<file path="config.mk">
export PLATFORM = sky130hd
export DESIGN_NAME = dcpe_cell
export DESIGN_NICKNAME = d
export VERILOG_FILES = /design/src/design/dcpe_pkg.sv /design/src/design/dcpe_cell.sv
export SDC_FILE = /design/constraint.sdc
export NUM_CORES = 1
export LEC_CHECK = 0
export BUFFER_PORTS_ARGS = -buffer_cell sky130_fd_sc_hd__buf_2
export CELL_PAD_IN_SITES_DETAIL_PLACEMENT = 1
export CELL_PAD_IN_SITES_GLOBAL_PLACEMENT = 1
export CORE_AREA = 2 2 168 170
export CTS_CLUSTER_DIAMETER = 60
export DETAILED_ROUTE_END_ITERATION = 8
export DIE_AREA = 0 0 170 172
export PLACE_DENSITY = 0.75
export SKIP_CTS_REPAIR_TIMING = 1
export SLEW_MARGIN = 20
export SYNTH_ARGS = -nofsm -noshare
export SYNTH_HDL_FRONTEND = slang
export SYNTH_SLANG_ARGS = --single-unit
</file>
<file path="constraint.sdc">
create_clock -name clk_i -period 14.3 [get_ports clk_i]
set_clock_uncertainty 0.15 [all_clocks]
set_input_delay 1.43 -clock clk_i [delete_from_list [all_inputs] [get_ports clk_i]]
set_output_delay 1.43 -clock clk_i [all_outputs]
set_load 0.01 [all_outputs]
</file>
<file path="src/design/dcpe_pkg.sv">
// Types, constants and the slot judge function of the plot extractor.
package dcpe_pkg;

  localparam int Slots   = 16;
  localparam int Cells   = 256;
  localparam int MaxHits = 64;
  localparam int LeftW   = $clog2(Slots + 1);
  localparam int HitW    = $clog2(MaxHits + 1);

  localparam logic [15:0] Turn   = 16'd6000;
  localparam logic [7:0]  AgeMax = 8'd255;

  localparam logic [2:0] RegFind    = 3'd0;
  localparam logic [2:0] RegUpdDist = 3'd1;
  localparam logic [2:0] RegRwMin   = 3'd2;
  localparam logic [2:0] RegRwMax   = 3'd3;
  localparam logic [2:0] RegPwMin   = 3'd4;
  localparam logic [2:0] RegPwMax   = 3'd5;
  localparam logic [2:0] RegAgeLim  = 3'd6;

  typedef struct packed {
    logic        active;
    logic [7:0]  rs;
    logic [7:0]  re;
    logic [12:0] ps;
    logic [12:0] pe;
    logic [7:0]  age;
  } slot_t;

  typedef struct packed {
    logic [7:0]  find_value;
    logic [7:0]  update_distance;
    logic [7:0]  range_width_min;
    logic [7:0]  range_width_max;
    logic [12:0] phase_width_min;
    logic [12:0] phase_width_max;
    logic [7:0]  age_limit;
  } cfg_t;

  typedef struct packed {
    logic        age_en;
    logic        hit_en;
    logic        shift;
    logic [7:0]  idx;
    logic [12:0] az;
  } cell_ctl_t;

  typedef struct packed {
    logic matched;
    logic free_seen;
  } chain_t;

  typedef struct packed {
    logic        close;
    logic        emit;
    logic [7:0]  rc;
    logic [12:0] pc;
  } judge_t;

  function automatic judge_t judge(slot_t s, cfg_t c);
    judge_t      j;
    logic [7:0]  rw;
    logic [15:0] pw;
    logic [15:0] pc;
    rw = s.re - s.rs;
    if (s.pe > s.ps) begin
      pw = {3'b000, s.pe} - {3'b000, s.ps};
    end else begin
      pw = {3'b000, s.pe} + Turn - {3'b000, s.ps};
    end
    j.close = s.active && (s.age >= c.age_limit);
    // a negative wrapped width means a huge unsigned width: reject
    j.emit = j.close && (rw >= c.range_width_min) && (rw <= c.range_width_max) &&
             !pw[15] && (pw >= {3'b000, c.phase_width_min}) &&
             (pw <= {3'b000, c.phase_width_max});
    pc = {3'b000, s.ps} + {1'b0, pw[15:1]};
    if (pc > Turn) begin
      pc = pc - Turn;
    end
    j.pc = pc[12:0];
    j.rc = s.rs + {1'b0, rw[7:1]};
    return j;
  endfunction

endpackage

</file>
<file path="src/design/dcpe_cell.sv">
// One cluster slot: join or open on a hit, age per sweep, shift during the close scan.
module dcpe_cell (
  input  logic               clk_i,
  input  logic               rst_ni,
  input  dcpe_pkg::cell_ctl_t ctl_i,
  input  dcpe_pkg::cfg_t     cfg_i,
  input  dcpe_pkg::slot_t    shift_in_i,
  input  dcpe_pkg::chain_t   chain_i,
  input  logic               any_match_i,
  output dcpe_pkg::slot_t    slot_o,
  output dcpe_pkg::chain_t   chain_o,
  output dcpe_pkg::judge_t   judge_o
);

  dcpe_pkg::slot_t slot_q, slot_d;
  logic [7:0] dist_end, dist_start;
  logic       match_me, free_me;

  assign dist_end   = (ctl_i.idx >= slot_q.re) ? ctl_i.idx - slot_q.re : slot_q.re - ctl_i.idx;
  assign dist_start = (ctl_i.idx >= slot_q.rs) ? ctl_i.idx - slot_q.rs : slot_q.rs - ctl_i.idx;
  assign match_me   = ctl_i.hit_en && slot_q.active &&
                      ((dist_end < cfg_i.update_distance) ||
                       (dist_start < cfg_i.update_distance));
  assign free_me    = !slot_q.active;

  assign chain_o.matched   = chain_i.matched | match_me;
  assign chain_o.free_seen = chain_i.free_seen | free_me;

  always_comb begin
    slot_d = slot_q;
    if (ctl_i.shift) begin
      slot_d = shift_in_i;
    end else begin
      if (ctl_i.age_en && slot_q.active && slot_q.age != dcpe_pkg::AgeMax) begin
        slot_d.age = slot_q.age + 8'd1;
      end
      if (match_me && !chain_i.matched) begin
        if (ctl_i.idx < slot_q.rs) slot_d.rs = ctl_i.idx;
        if (ctl_i.idx > slot_q.re) slot_d.re = ctl_i.idx;
        slot_d.pe  = ctl_i.az;
        slot_d.age = '0;
      end
      // open only the lowest free slot, and only when nobody joined
      if (ctl_i.hit_en && !any_match_i && free_me && !chain_i.free_seen) begin
        slot_d.active = 1'b1;
        slot_d.rs     = ctl_i.idx;
        slot_d.re     = ctl_i.idx;
        slot_d.ps     = ctl_i.az;
        slot_d.pe     = ctl_i.az;
        slot_d.age    = '0;
      end
    end
  end

  always_ff @(posedge clk_i or negedge rst_ni) begin
    if (!rst_ni) begin
      slot_q <= '0;
    end else begin
      slot_q <= slot_d;
    end
  end

  assign slot_o  = slot_q;
  assign judge_o = dcpe_pkg::judge(slot_q, cfg_i);

endmodule

</file>
* Word-level counts from Yosys, hierarchy flattened *
Cells that the tools add are included.

word-level totals
  register bits = 51
  latch bits = 0
  memory bits (writable) = 0
  ROM bits = 0
  output and inout bits = 76
  word-level logic and storage cells = 72
  memories = 0

operators by class
  $add $sub $neg = 12
  multipliers = 0
  divide/modulo/power cells = 0
  order comparisons = 13
  eq/ne operators = 1
  shifts and indexed selects = 0
  mux-type cells = 11
  bitwise gates (word level) = 2
  reductions and logical operators = 27

operators by type and width
  cell                    number
  $mux 51                 2
  $mux 8                  5
  $sub 8x8->8             5
  $ge 8x8->1              4
  $mux 16                 2
  $lt 8x8->1              3
  $mux 21                 1
  $add 13x15->16          1
  $ge 16x13->1            1
  $gt 16x13->1 const B    1
  $le 16x13->1            1
  $sub 14x13->15          1
  $add 13x13->14 const B  1
  $logic_and 1x1->1       14
  $sub 13x13->14          1
  $gt 13x13->1            1
  $mux 13                 1
  $sub 13x13->13 const B  1
  $reduce_bool 3->1       3
  $add 8x1->8 const B     1
  $add 8x7->8             1
  $gt 8x8->1              1
  $le 8x8->1              1
  $ne 8x8->1 const B      1
  other kinds (6)         12

* Depth between registers and ports, before layout *
Gate-level depths: netlist (run 1).

  depth after elaboration = 9
  mapped depth = 25

* Least setup slack after synthesis (run 1) *
Ideal clock, no wire load.

  kind = reg-to-output
  from = register slot_q (netlist bit slot_o[23])
  to = output port judge_o[10] (netlist bit)
  arrival = 5.250 ns
  required time = 12.720 ns
  path slack = 7.470 ns
  stages on the path, launching flop included = 25
  path through = dfrtp_1 > inv_1 > ha_1 > inv_1 > fa_1 > nor2b_1 > a22oi_2 > o21bai_2 > o41a_1 > buf_4 > clkbuf_1 > a21oi_1 > ha_1 > a21oi_1 > nand2_1 > a21o_1 > a21oi_1 > xnor2_1 > ha_1 > and3_1 > o211ai_2 > o32ai_1 > a2111oi_4 > mux2i_1 > xnor2_1

RTL lines
  item                      RTL line         source
  start: declaration        dcpe_cell.sv:15  dcpe_pkg::slot_t slot_q, slot_d;
  start signal: assignment  dcpe_cell.sv:59  slot_q <= slot_d;
  end: declaration          dcpe_cell.sv:12  output dcpe_pkg::judge_t judge_o

==> results of run 1 <==
[power by group]
group / switching (mW) / internal, mW / leakage, nW / total (mW)
clock network: 0.0643 / 0.0671 / 0.0760 / 0.131
registers: 0.0408 / 0.168 / 0.612 / 0.209
logic: 0.978 / 0.760 / 4.50 / 1.74
total: 1.08 / 0.995 / 5.19 / 2.08
[final cells by class]
class	instances	area, um2	share of cell area, %
clock buffers	5	125.1	1.279
repair buffers	222	1134	11.59
inverters	147	551.8	5.641
clock inverters	3	28.78	0.2942
diodes	8	20.02	0.2047
flip-flops and latches	51	1276	13.05
multi-input cells	826	6213	63.52
well taps	346	432.9	4.426
[worst paths after layout]
path | end | cells after the start | from
min reg2reg | slot_o[15]$_DFFE_PN0P_ | 2 | slot_o[15]$_DFFE_PN0P_
min in group asynchronous | slot_o[35]$_DFFE_PN0P_ | 2 | rst_ni
max in group asynchronous | slot_o[21]$_DFFE_PN0P_ | 2 | rst_ni
max reg2reg | slot_o[4]$_DFFE_PN0P_ | 20 | slot_o[43]$_DFFE_PN0P_
max | judge_o[10] | 22 | slot_o[22]$_DFFE_PN0P_
min | slot_o[15]$_DFFE_PN0P_ | 2 | slot_o[15]$_DFFE_PN0P_
[per-stage QoR]
stage	instances	total power [mW]	area, um2	hold WS (ps)	setup WS (ps)
2_1_floorplan	1048	1.445	8125	383.9	7470
3_3_place_gp	1592	1.894	9608	349.9	6901
3_5_place_dp	1592	1.958	9608	359.8	6774
4_1_cts	1600	2.099	9762	381.6	6454
5_1_grt	1604	2.307	9772	426.2	5922
6_report	1608	2.077	9782	371.3	6480
[synthesized netlist by cell type, types with 16 or more instances]
cell type / n
inv_1: 147
a21oi_1: 95
mux2i_1: 28
xnor2_1: 46
clkbuf_1: 18
nand3_1: 16
o21ai_0: 65
xor2_1: 20
ha_1: 159
dfrtp_1: 51
nand4_1: 16
nand2b_1: 25
a21o_1: 21
nand2_1: 101
nor2_1: 73
[worst max-delay path, cell delays in order (launching register included)]
cell       delay [ps]
dfrtp_1           450
inv_1             240
ha_1              320
ha_1              260
ha_1              210
a21oi_1           190
nor2_1             70
o21a_1            180
or4_1             430
a31oi_1           270
o21bai_1          140
a31oi_1           250
xor2_1            100
mux2i_1           410
ha_1              310
nand2_1            90
or2_2             310
a31oi_1           300
o32ai_1           180
a2111oi_4         670
mux2i_1           280
xnor2_1           130
buf_2             150
[per-layer routing]
metal  wire (um)  vias to the layer above  track usage [%]
li1            -                     4049                -
met1       12150                     3739            23.49
met3        1154                       31            2.586
met2       12460                      152            30.51
met4         578                        4            4.496
met5          21                        -                0
[cell usage in the layout (no fill, tap or decap), drive strengths merged, types with 5 or more instances in the layout]
cell     count
a211oi       9
a21o        21
a21oi       96
a2bb2oi      6
a31oi        5
and3         5
buf        222
clkbuf       5
dfrtp       51
diode        8
fa          12
ha         159
inv        148
mux2         8
mux2i       28
nand2      101
nand2b      25
nand3       16
nand4       16
nor2        73
nor2b        8
nor3         8
nor4         5
o211ai       7
o21a        12
o21ai       67
o21bai      12
o22ai        5
or2          5
or3          7
xnor2       46
xor2        20
[cell families after synthesis]
group,after synthesis
adder cells (fa/ha/maj),171
AO/OA/AOI/OAI,271
buffers and inverters,171
flip-flops,51
AND/OR/NAND/NOR,282
multiplexers,36
XOR/XNOR,66
==> key figures, run 1 <==
Final layout
  – Nets: 1,570
  – Final Util: 35.60%
  – Total of fill cells in the finished design: 3,459
  – Largest register FFs: 51
  – Area growth, synth to finish: 20.39%
  – Share of cells above drive strength 1: between 20 and 25%

Yosys
  – Synth Cell Area: 8125 um2
  – Simple-Gate Fraction of Synth Area: 16.28%
  – EDFF count, synth: 0
  – Yosys top cell by area: ha_1
  – Cells after Synth: 1,048
  – Post-Synth XOR/XNOR Area: under 10%
  – Main combinational cell family by area after synthesis: adder cells
  – Syn nets: 1,365
  – Adder-cell share of the synthesized area: 27.44%
  – Predominant post-synthesis flop cell: dfrtp_1
  – Sequential area share after synthesis: 15.71%
  – Ys Warns: 0
  – #FFs+latches synth: 51
  – Syn_area_per_cell: just under 8 um2
  – Mux cell area share after synthesis: under 10%
  – Asr flop ratio synth: 100.0%
  – Post-synth top area share: 24.48%
  – Synth cell types: 68
  – Complex-gate fraction of the synthesized area: 20.87%
  – Largest cells by area after synthesis: ha_1 24%, dfrtp_1 16%, inv_1 6.8%

Setup path
  – Setup CP Type: flip-flop to primary output
  – Critical Path Fanout Max: 9
  – CP required: 12,720 ps
  – CP Capture Type: primary output
  – CP arrival: 6240 ps
  – Startpoint Class: flip-flop
  – R2R setup slack: 8730 ps

STA
  – RSZ-0062 raised after global routing: false
  – Slew headroom: 45.50%
  – Setup violators final: 0
  – Final-report max-slew violation count: 0
  – Worst slew pin tran: approximately 800 ps
  – Crit path time final: ~7800 ps
  – Fin. Hold Viols: 0
  – Final period utilization: 54.69%
  – Max frequency: roughly 0.13 GHz
  – Setup TNS: 0 ps

Clock network
  – Clk_lat worst skew: 300 ps
  – CTS Buffer Depth: 2
  – CTS tree: built
  – CTS Root Cell: clkbuf_16
  – Clock sinks: 51
  – Total CTS buffers: 5
  – H-tree levels: 2
  – CTS clk-pin slew, worst paths: 80 ps

Die
  – Initial core utilization: 29.57%
  – Core Footprint: 27,480 um2
  – Die ar.: 29,240 um2
  – Die H: 172 um
  – Die Wd: 170 um
  – Io pins: 222
  – FP Rows: between 60 and 70

Routing
  – Vias: 7,975
  – Vias per inst: between 4 and 5
  – DR iter-0 viols: 272
  – Final ANT Viol Nets: 0
  – DRC viols: 0
  – Routed len/inst: around 16 um
  – Final WL: 26,370 um
  – Pre-antenna DRT Iters: 4

Min path
  – Min-delay worst type: flip-flop to flip-flop

Placed design
  – Hpwl dp: 22,750 um
  – Routability cong.: roughly 0.86
  – Port Buffers: around 210

Status
  – Outcome: finished, final reports clean

Global routing
  – Total track usage: approximately 18%
  – First-pass GRT wire length: 41,570 um
  – Initial antenna violation count: 10
  – Number of global-route vias before repair: about 8,000
  – Total congestion overflow: 0
  – Largest net degree at the start of global routing: slightly below 80

Power
  – P per Cell Area: 212.4 nW/um2
  – Worst VDD drop: 0.0001046 V
  – Pleak: between 5 and 6 nW

Job
  – Max-Cap Viols: 0
(Power assumes the default switching activity.)
==> inputs of run 2 (changes only) <==
ABC_AREA = 1   (was unset)
CORE_AREA = 2 2 174 176   (was 2 2 168 170)
DIE_AREA = 0 0 176 178   (was 0 0 170 172)
PLACE_DENSITY = 0.77   (was 0.75)
clock period = 7.35 ns   (was 14.3 ns; I/O delays follow)
==> key figures, run 2 <==
Status
  – Outcome: finished, final reports clean (unchanged)

Routing
  – Final WL: 31,630 um (was 26,370 um)
  – Routed len/inst: 16.46 um (was 16.40 um)
  – Vias: 9,437 (was 7,975)
  – Pre-antenna DRT Iters: 5 (was 4)
  – DR iter-0 viols: 455 (was 272)
  – Final ANT Viol Nets: 0 (unchanged)
  – Vias per inst: 4.910 (was 4.960)
  – DRC viols: 0 (unchanged)

STA
  – Hold slack: 421.4 ps (was 371.3 ps)
  – Max frequency: between 0.15 and 0.2 GHz
  – RSZ-0062 raised after global routing: false (unchanged)
  – Slew headroom: 31.53% (was 45.50%)
  – Setup violators final: 0 (unchanged)
  – Worst slew pin tran: 1023 ps (was 817.4 ps)
  – Final-report max-slew violation count: 0 (unchanged)
  – Setup TNS: 0 ps (unchanged)
  – Crit path time final: 6110 ps
  – Fin. Hold Viols: 0 (unchanged)
  – Final period utilization: a little over 80%

Power
  – Clock power share: 4.8% (was 6.3%)
  – Combinational Power Share: 85.9% (was 83.6%)
  – Pleak: 6.003 nW (was 5.192 nW)
  – Worst VDD drop: 0.0001897 V (was 0.0001046 V)
  – Total design power: 5.166 mW (was 2.077 mW)
  – Sequential power share: 9.4% (was 10.0%)
  – Switching power share of the total: 59.00% (was 52.12%)
  – Int Power: 2.118 mW (was 0.9946 mW)
  – Switching power total: 3.048 mW (was 1.083 mW)
  – P per Cell Area: 496.3 nW/um2 (was 212.4 nW/um2)

Global routing
  – Initial antenna violation count: 7 (was 10)
  – Largest net degree at the start of global routing: 61 (was 78)
  – Total track usage: 20.18% (was 17.78%)
  – Total congestion overflow: 0 (unchanged)
  – First-pass GRT wire length: 50,030 um (was 41,570 um)
  – Number of global-route vias before repair: 9,705 (was 8,185)

Final layout
  – Share of cells above drive strength 1: 16.25% (was 20.26%)
  – Commonest non-fill, non-tap cells in the layout: 328 x nand2_1, 251 x inv_1, 213 x buf_2, 159 x ha_1, 112 x nand3_1 (was 213 x buf_2, 159 x ha_1, 147 x inv_1, 101 x nand2_1, 95 x a21oi_1)
  – Final instance area: 10,410 um2 (was 9782 um2)
  – Area growth, synth to finish: 18.66% (was 20.39%)
  – Largest register FFs: 51 (unchanged)
  – Commonest non-fill, non-tap cell in the layout: nand2_1 (was buf_2)
  – Total of fill cells in the finished design: 3,863 (was 3,459)
  – Nets: 1,842 (was 1,570)

Placed design
  – Placed cell area: 10,250 um2 (was 9608 um2)
  – Port Buffers: 213 (unchanged)
  – Hpwl dp: 27,340 um (was 22,750 um)
  – Routability cong.: 0.9079 (was 0.8636)

Die
  – Die Wd: 176 um (was 170 um)
  – Die H: 178 um (was 172 um)
  – Die ar.: 31,330 um2 (was 29,240 um2)
  – FP Rows: 63 (was 61)
  – Io pins: 222 (unchanged)
  – Initial core utilization: 29.84% (was 29.57%)
  – Core Footprint: 29,400 um2 (was 27,480 um2)

Yosys
  – Ys Warns: 0 (unchanged)
  – #FFs+latches synth: 51 (unchanged)
  – Syn_area_per_cell: 6.626 um2 (was 7.753 um2)
  – Yosys top cell by area: ha_1 (unchanged)
  – Predominant post-synthesis flop cell: dfrtp_1 (unchanged)
  – Largest cells by area after synthesis: ha_1 23%, dfrtp_1 15%, nand2_1 14% (was ha_1 24%, dfrtp_1 16%, inv_1 6.8%)
  – List of most frequent post-synthesis cells: 328 x nand2_1, 251 x inv_1, 159 x ha_1 (was 159 x ha_1, 147 x inv_1, 101 x nand2_1)
  – Asr flop ratio synth: 100.0% (unchanged)
  – Post-synth top area share: 22.68% (was 24.48%)
  – Cells after Synth: 1,324 (was 1,048)
  – Sequential area share after synthesis: 14.55% (was 15.71%)
  – EDFF count, synth: 0 (unchanged)
  – Synth cell types: 46 (was 68)
  – Synth Cell Area: 8772 um2 (was 8125 um2)
  – Most common cell in the netlist: nand2_1 (was ha_1)
  – Syn nets: 1,641 (was 1,365)

Clock network
  – Total CTS buffers: 5 (unchanged)
  – CTS Buffer Depth: 2 (unchanged)
  – CTS tree: built (unchanged)
  – Clk_lat worst skew: 300 ps (about the same)
  – CTS clk-pin slew, worst paths: 70 ps (was 80 ps)
  – H-tree levels: 2 (unchanged)
  – CTS Root Cell: clkbuf_16 (unchanged)
  – Clock sinks: 51 (unchanged)

Setup path
  – CP arrival: 5220 ps (was 6240 ps)
  – Startpoint Class: flip-flop (unchanged)
  – CP Capture Type: primary output (unchanged)
  – Critical Path Fanout Max: 14 (was 9)
  – Setup CP Type: flip-flop to primary output (unchanged)
  – CP required: 6460 ps (was 12,720 ps)

Min path
  – Min-delay worst type: input pin to asynchronous set/reset pin (was flip-flop to flip-flop)

Job
  – Max-Cap Viols: 0 (unchanged)
## run 2: metal layers
| metal | vias to the layer above | GRT usage [%] | part of all wire (%) |
|---|---|---|---|
| met2 | 220 | 33.89 | 46 |
| met3 | 24 | 2.536 | 4.6 |
| met4 | 4 | 3.719 | 1.3 |
| met5 | - | 0 | 0.070 |
| met1 | 4494 | 27.99 | 48 |
| li1 | 4695 | - | - |
## run 2: logic make-up (layout without fill, tap and decap cells)
logic type	Yosys count	count (layout)	synth area share (%)
AOI/OAI and AO/OA	208	208	13.56
DFF	51	51	14.55
other	0	6	0
and+or+nand+nor	556	556	27.70
adders and majority gates	171	171	25.42
xor gates and xnor gates	61	61	6.476
muxes	4	4	0.4564
buffers and inverters	273	475	11.84
## run 2: per-stage QoR
| stage | setup WS (ps) | cells | utilization, % |
|---|---|---|---|
| after CTS | 1269 | 1916 | 35.35 |
| after floorplan | 2639 | 1324 | - |
| after detailed placement | 1604 | 1908 | 34.86 |
| after global placement | 1745 | 1908 | 34.86 |
| final | 1240 | 1922 | 35.40 |
| after global routing | 731.6 | 1917 | 35.36 |
## run 2: area by class of cell
cell class	instances	area [um2]	area share (%)
diodes	6	15.01	0.1442
clock buffers	5	125.1	1.202
clock inverters	3	20.02	0.1923
inverters	252	945.9	9.088
multi-input cells	1000	6457	62.04
flip-flops and latches	51	1276	12.26
well taps	390	488.0	4.688
repair buffers	215	1081	10.39
## run 2: critical path, stage by stage, from the launching register on
cell and delay, ps:
dfrtp_1 490, ha_1 270, fa_1 420, o21a_1 250
o21bai_2 180, nand2_1 90, nand3_2 100, nand2_4 110
inv_1 390, nand3_1 180, o21ai_0 320, ha_1 410
a21oi_1 210, o21ai_0 140, inv_1 90, nand3_1 60
nand2_1 120, ha_1 210, nand3_1 90, nand2_1 90
nand3_1 90, nand2_2 90, nand2_4 100, nand2_4 130
nand2_1 60, nand2_1 80, buf_2 130
## run 2: final timing paths
kind                       depth (start not counted)                endpoint                   start  slack (ps)
min in group clk_i                                 2  slot_o[19]$_DFFE_PN0P_  slot_o[19]$_DFFE_PN0P_         430
max in group asynchronous                          2  slot_o[37]$_DFFE_PN0P_                  rst_ni        6150
min                                                2  slot_o[13]$_DFFE_PN0P_                  rst_ni         420
min reg2reg                                        2  slot_o[19]$_DFFE_PN0P_  slot_o[19]$_DFFE_PN0P_         430
max reg2reg                                       22   slot_o[5]$_DFFE_PN0P_  slot_o[43]$_DFFE_PN0P_        2110
max                                               26              judge_o[8]  slot_o[21]$_DFFE_PN0P_        1240
## run 2: power by group through the flow
| stage | Sequential, mW | Clock [mW] | Combinational (mW) |
|---|---|---|---|
| after CTS | 0.482 | 0.253 | 4.49 |
| after global routing | 0.495 | 0.264 | 5.07 |
| after global placement | 0.484 | 0 | 4.30 |
| final | 0.483 | 0.246 | 4.44 |
| after detailed placement | 0.486 | 0 | 4.46 |
| after floorplan | 0.463 | 0 | 3.06 |
==> inputs of run 3 (changes only) <==
ABC_AREA = 0   (was 1)
CORE_AREA = 2 2 168 170   (was 2 2 174 176)
DIE_AREA = 0 0 170 172   (was 0 0 176 178)
PLACE_DENSITY = 0.78   (was 0.77)
clock period = 5.4 ns   (was 7.35 ns; I/O delays follow)
==> key figures, run 3 (synthesized netlist as in run 1, its figures left out) <==
Final layout
  – Nets: 1,738 (was 1,842)
  – Share of cells above drive strength 1: 35.51% (was 16.25%)
  – Area growth, synth to finish: 42.44% (was 18.66%)
  – Final instance area: 11,570 um2 (was 10,410 um2)
  – Commonest non-fill, non-tap cells in the layout: 212 x buf_2, 173 x buf_4, 144 x inv_1, 144 x ha_1, 98 x nand2_1 (was 328 x nand2_1, 251 x inv_1, 213 x buf_2, 159 x ha_1, 112 x nand3_1)
  – Largest register FFs: 51 (unchanged)
  – Commonest non-fill, non-tap cell in the layout: buf_2 (was nand2_1)

Global routing
  – Total track usage: 19.95% (was 20.18%)
  – Largest net degree at the start of global routing: 52 (was 61)
  – First-pass GRT wire length: 46,600 um (was 50,030 um)
  – Number of global-route vias before repair: 9,067 (was 9,705)
  – Initial antenna violation count: 8 (was 7)
  – Total congestion overflow: 0 (unchanged)

Routing
  – Vias per inst: 5.010 (was 4.910)
  – Final WL: 31,400 um (was 31,630 um)
  – Vias: 8,872 (was 9,437)
  – Pre-antenna DRT Iters: 4 (was 5)
  – DR iter-0 viols: 316 (was 455)
  – Routed len/inst: 17.73 um (was 16.46 um)
  – Final ANT Viol Nets: 0 (unchanged)
  – DRC viols: 0 (unchanged)

Placed design
  – Routability cong.: 0.8880 (was 0.9079)
  – Port Buffers: 213 (unchanged)
  – Placed cell area: 10,880 um2 (was 10,250 um2)
  – Hpwl dp: 25,400 um (was 27,340 um)

Power
  – Worst VDD drop: 0.0003261 V (was 0.0001897 V)
  – P per Cell Area: 656.3 nW/um2 (was 496.3 nW/um2)
  – Pleak: 6.097 nW (was 6.003 nW)

Die
  – Die ar.: 29,240 um2 (was 31,330 um2)
  – Die Wd: 170 um (was 176 um)
  – Die H: 172 um (was 178 um)
  – FP Rows: 61 (was 63)
  – Io pins: 222 (unchanged)
  – Initial core utilization: 29.57% (was 29.84%)
  – Core Footprint: 27,480 um2 (was 29,400 um2)

Setup path
  – Setup CP Type: flip-flop to primary output (unchanged)
  – CP arrival: 5440 ps (was 5220 ps)
  – Critical Path Fanout Max: 19 (was 14)
  – R2R setup slack: 450 ps (was 2110 ps)
  – RR Endpoint: slot_o[42]$_DFFE_PN0P_ (was slot_o[5]$_DFFE_PN0P_)
  – CP required: 4710 ps (was 6460 ps)
  – R2r worst-path depth: 22 (unchanged)
  – Reg2reg start: slot_o[42]$_DFFE_PN0P_ (was slot_o[43]$_DFFE_PN0P_)
  – Startpoint Class: flip-flop (unchanged)
  – CP Capture Type: primary output (unchanged)

STA
  – RSZ-0062 raised after global routing: true (was false)
  – Setup violators final: 9 (was 0)
  – Setup TNS: -6021 ps (was 0 ps)
  – Worst slew pin tran: 743.9 ps (was 1023 ps)
  – Slew headroom: 50.41% (was 31.53%)
  – Fin. Hold Viols: 0 (unchanged)
  – Crit path time final: 6129 ps
  – Final period utilization: 113.5%
  – Final-report max-slew violation count: 0 (unchanged)
  – Max frequency: about 0.16 GHz
  – Final worst slack: -729.1 ps (was 1240 ps)

Status
  – Violated checks: setup timing
  – Outcome: finished with violations (was finished, final reports clean)

Clock network
  – CTS tree: built (unchanged)
  – H-tree levels: 2 (unchanged)
  – CTS Root Cell: clkbuf_16 (unchanged)
  – CTS Buffer Depth: 2 (unchanged)
  – Total CTS buffers: 5 (unchanged)
  – CTS clk-pin slew, worst paths: 70 ps (about the same)
  – Clock sinks: 51 (unchanged)
  – Clk_lat worst skew: 300 ps (about the same)

Min path
  – Min-delay worst type: input pin to asynchronous set/reset pin (unchanged)

Job
  – Max-Cap Viols: 0 (unchanged)
-- run 3: through the flow --
stage,hold slack [ps],utilization (%),std cells,power (mW),setup WS [ps]
floorplan,94.41,-,1048,4.027,-168.3
global placement,404.7,39.59,1744,6.141,-300.8
detailed placement,412.2,39.59,1744,6.423,-417.9
CTS,256.2,40.10,1752,6.792,-786.3
global route,257.1,42.09,1768,8.243,-956.0
finish,208.5,42.12,1771,7.596,-729.1
-- run 3: power breakdown --
| group | internal [mW] | switching, mW | leakage (nW) | total [mW] |
|---|---|---|---|---|
| Sequential | 0.445 | 0.0837 | 0.609 | 0.528 |
| Combinational | 3.30 | 3.43 | 5.42 | 6.73 |
| Clock | 0.172 | 0.162 | 0.0669 | 0.334 |
-- run 3: final cells by class --
cell class | count | area [um2]
Timing Repair Buffer | 390 | 2416
Fill cell | 3408 | 15900
Antenna cell | 3 | 7.507
Sequential cell | 51 | 1280
Multi-Input combinational cell | 826 | 6744
Inverter | 147 | 551.8
Clock inverter | 2 | 12.51
Clock buffer | 6 | 128.9
Tap cell | 346 | 432.9
-- run 3: critical path, stage by stage (launching register included) --
cell and delay [ps]:
dfrtp_1 420, ha_4 190, fa_2 400, nand3b_1 200, a22oi_2 220, o21bai_2 120, o41a_1 350, buf_6 150
buf_6 160, buf_4 160, nor2_1 130, a21oi_1 80, ha_1 230, buf_4 150, or3_1 400, nor3_1 290
or3b_4 230, o211ai_4 90, o32ai_4 320, a2111oi_4 120, buf_6 170, a31oi_1 170, xor2_1 210, buf_2 170
-- run 3: per-layer routing --
metal | global-route usage, % | part of all wire, %
met1 | 24.98 | 43
met4 | 4.571 | 2.0
met5 | 0 | 0.18
met3 | 2.930 | 4.0
met2 | 36.17 | 51
-- run 3: worst max-delay path by stage --
| stage | from | end |
|---|---|---|
| detailed placement | slot_o[28]$_DFFE_PN0P_ | judge_o[5] |
| finish | slot_o[21]$_DFFE_PN0P_ | judge_o[11] |
| floorplan | slot_o[8]$_DFFE_PN0P_ | judge_o[10] |
| global placement | slot_o[9]$_DFFE_PN0P_ | judge_o[5] |
| global route | slot_o[21]$_DFFE_PN0P_ | judge_o[11] |
| CTS | slot_o[12]$_DFFE_PN0P_ | judge_o[5] |
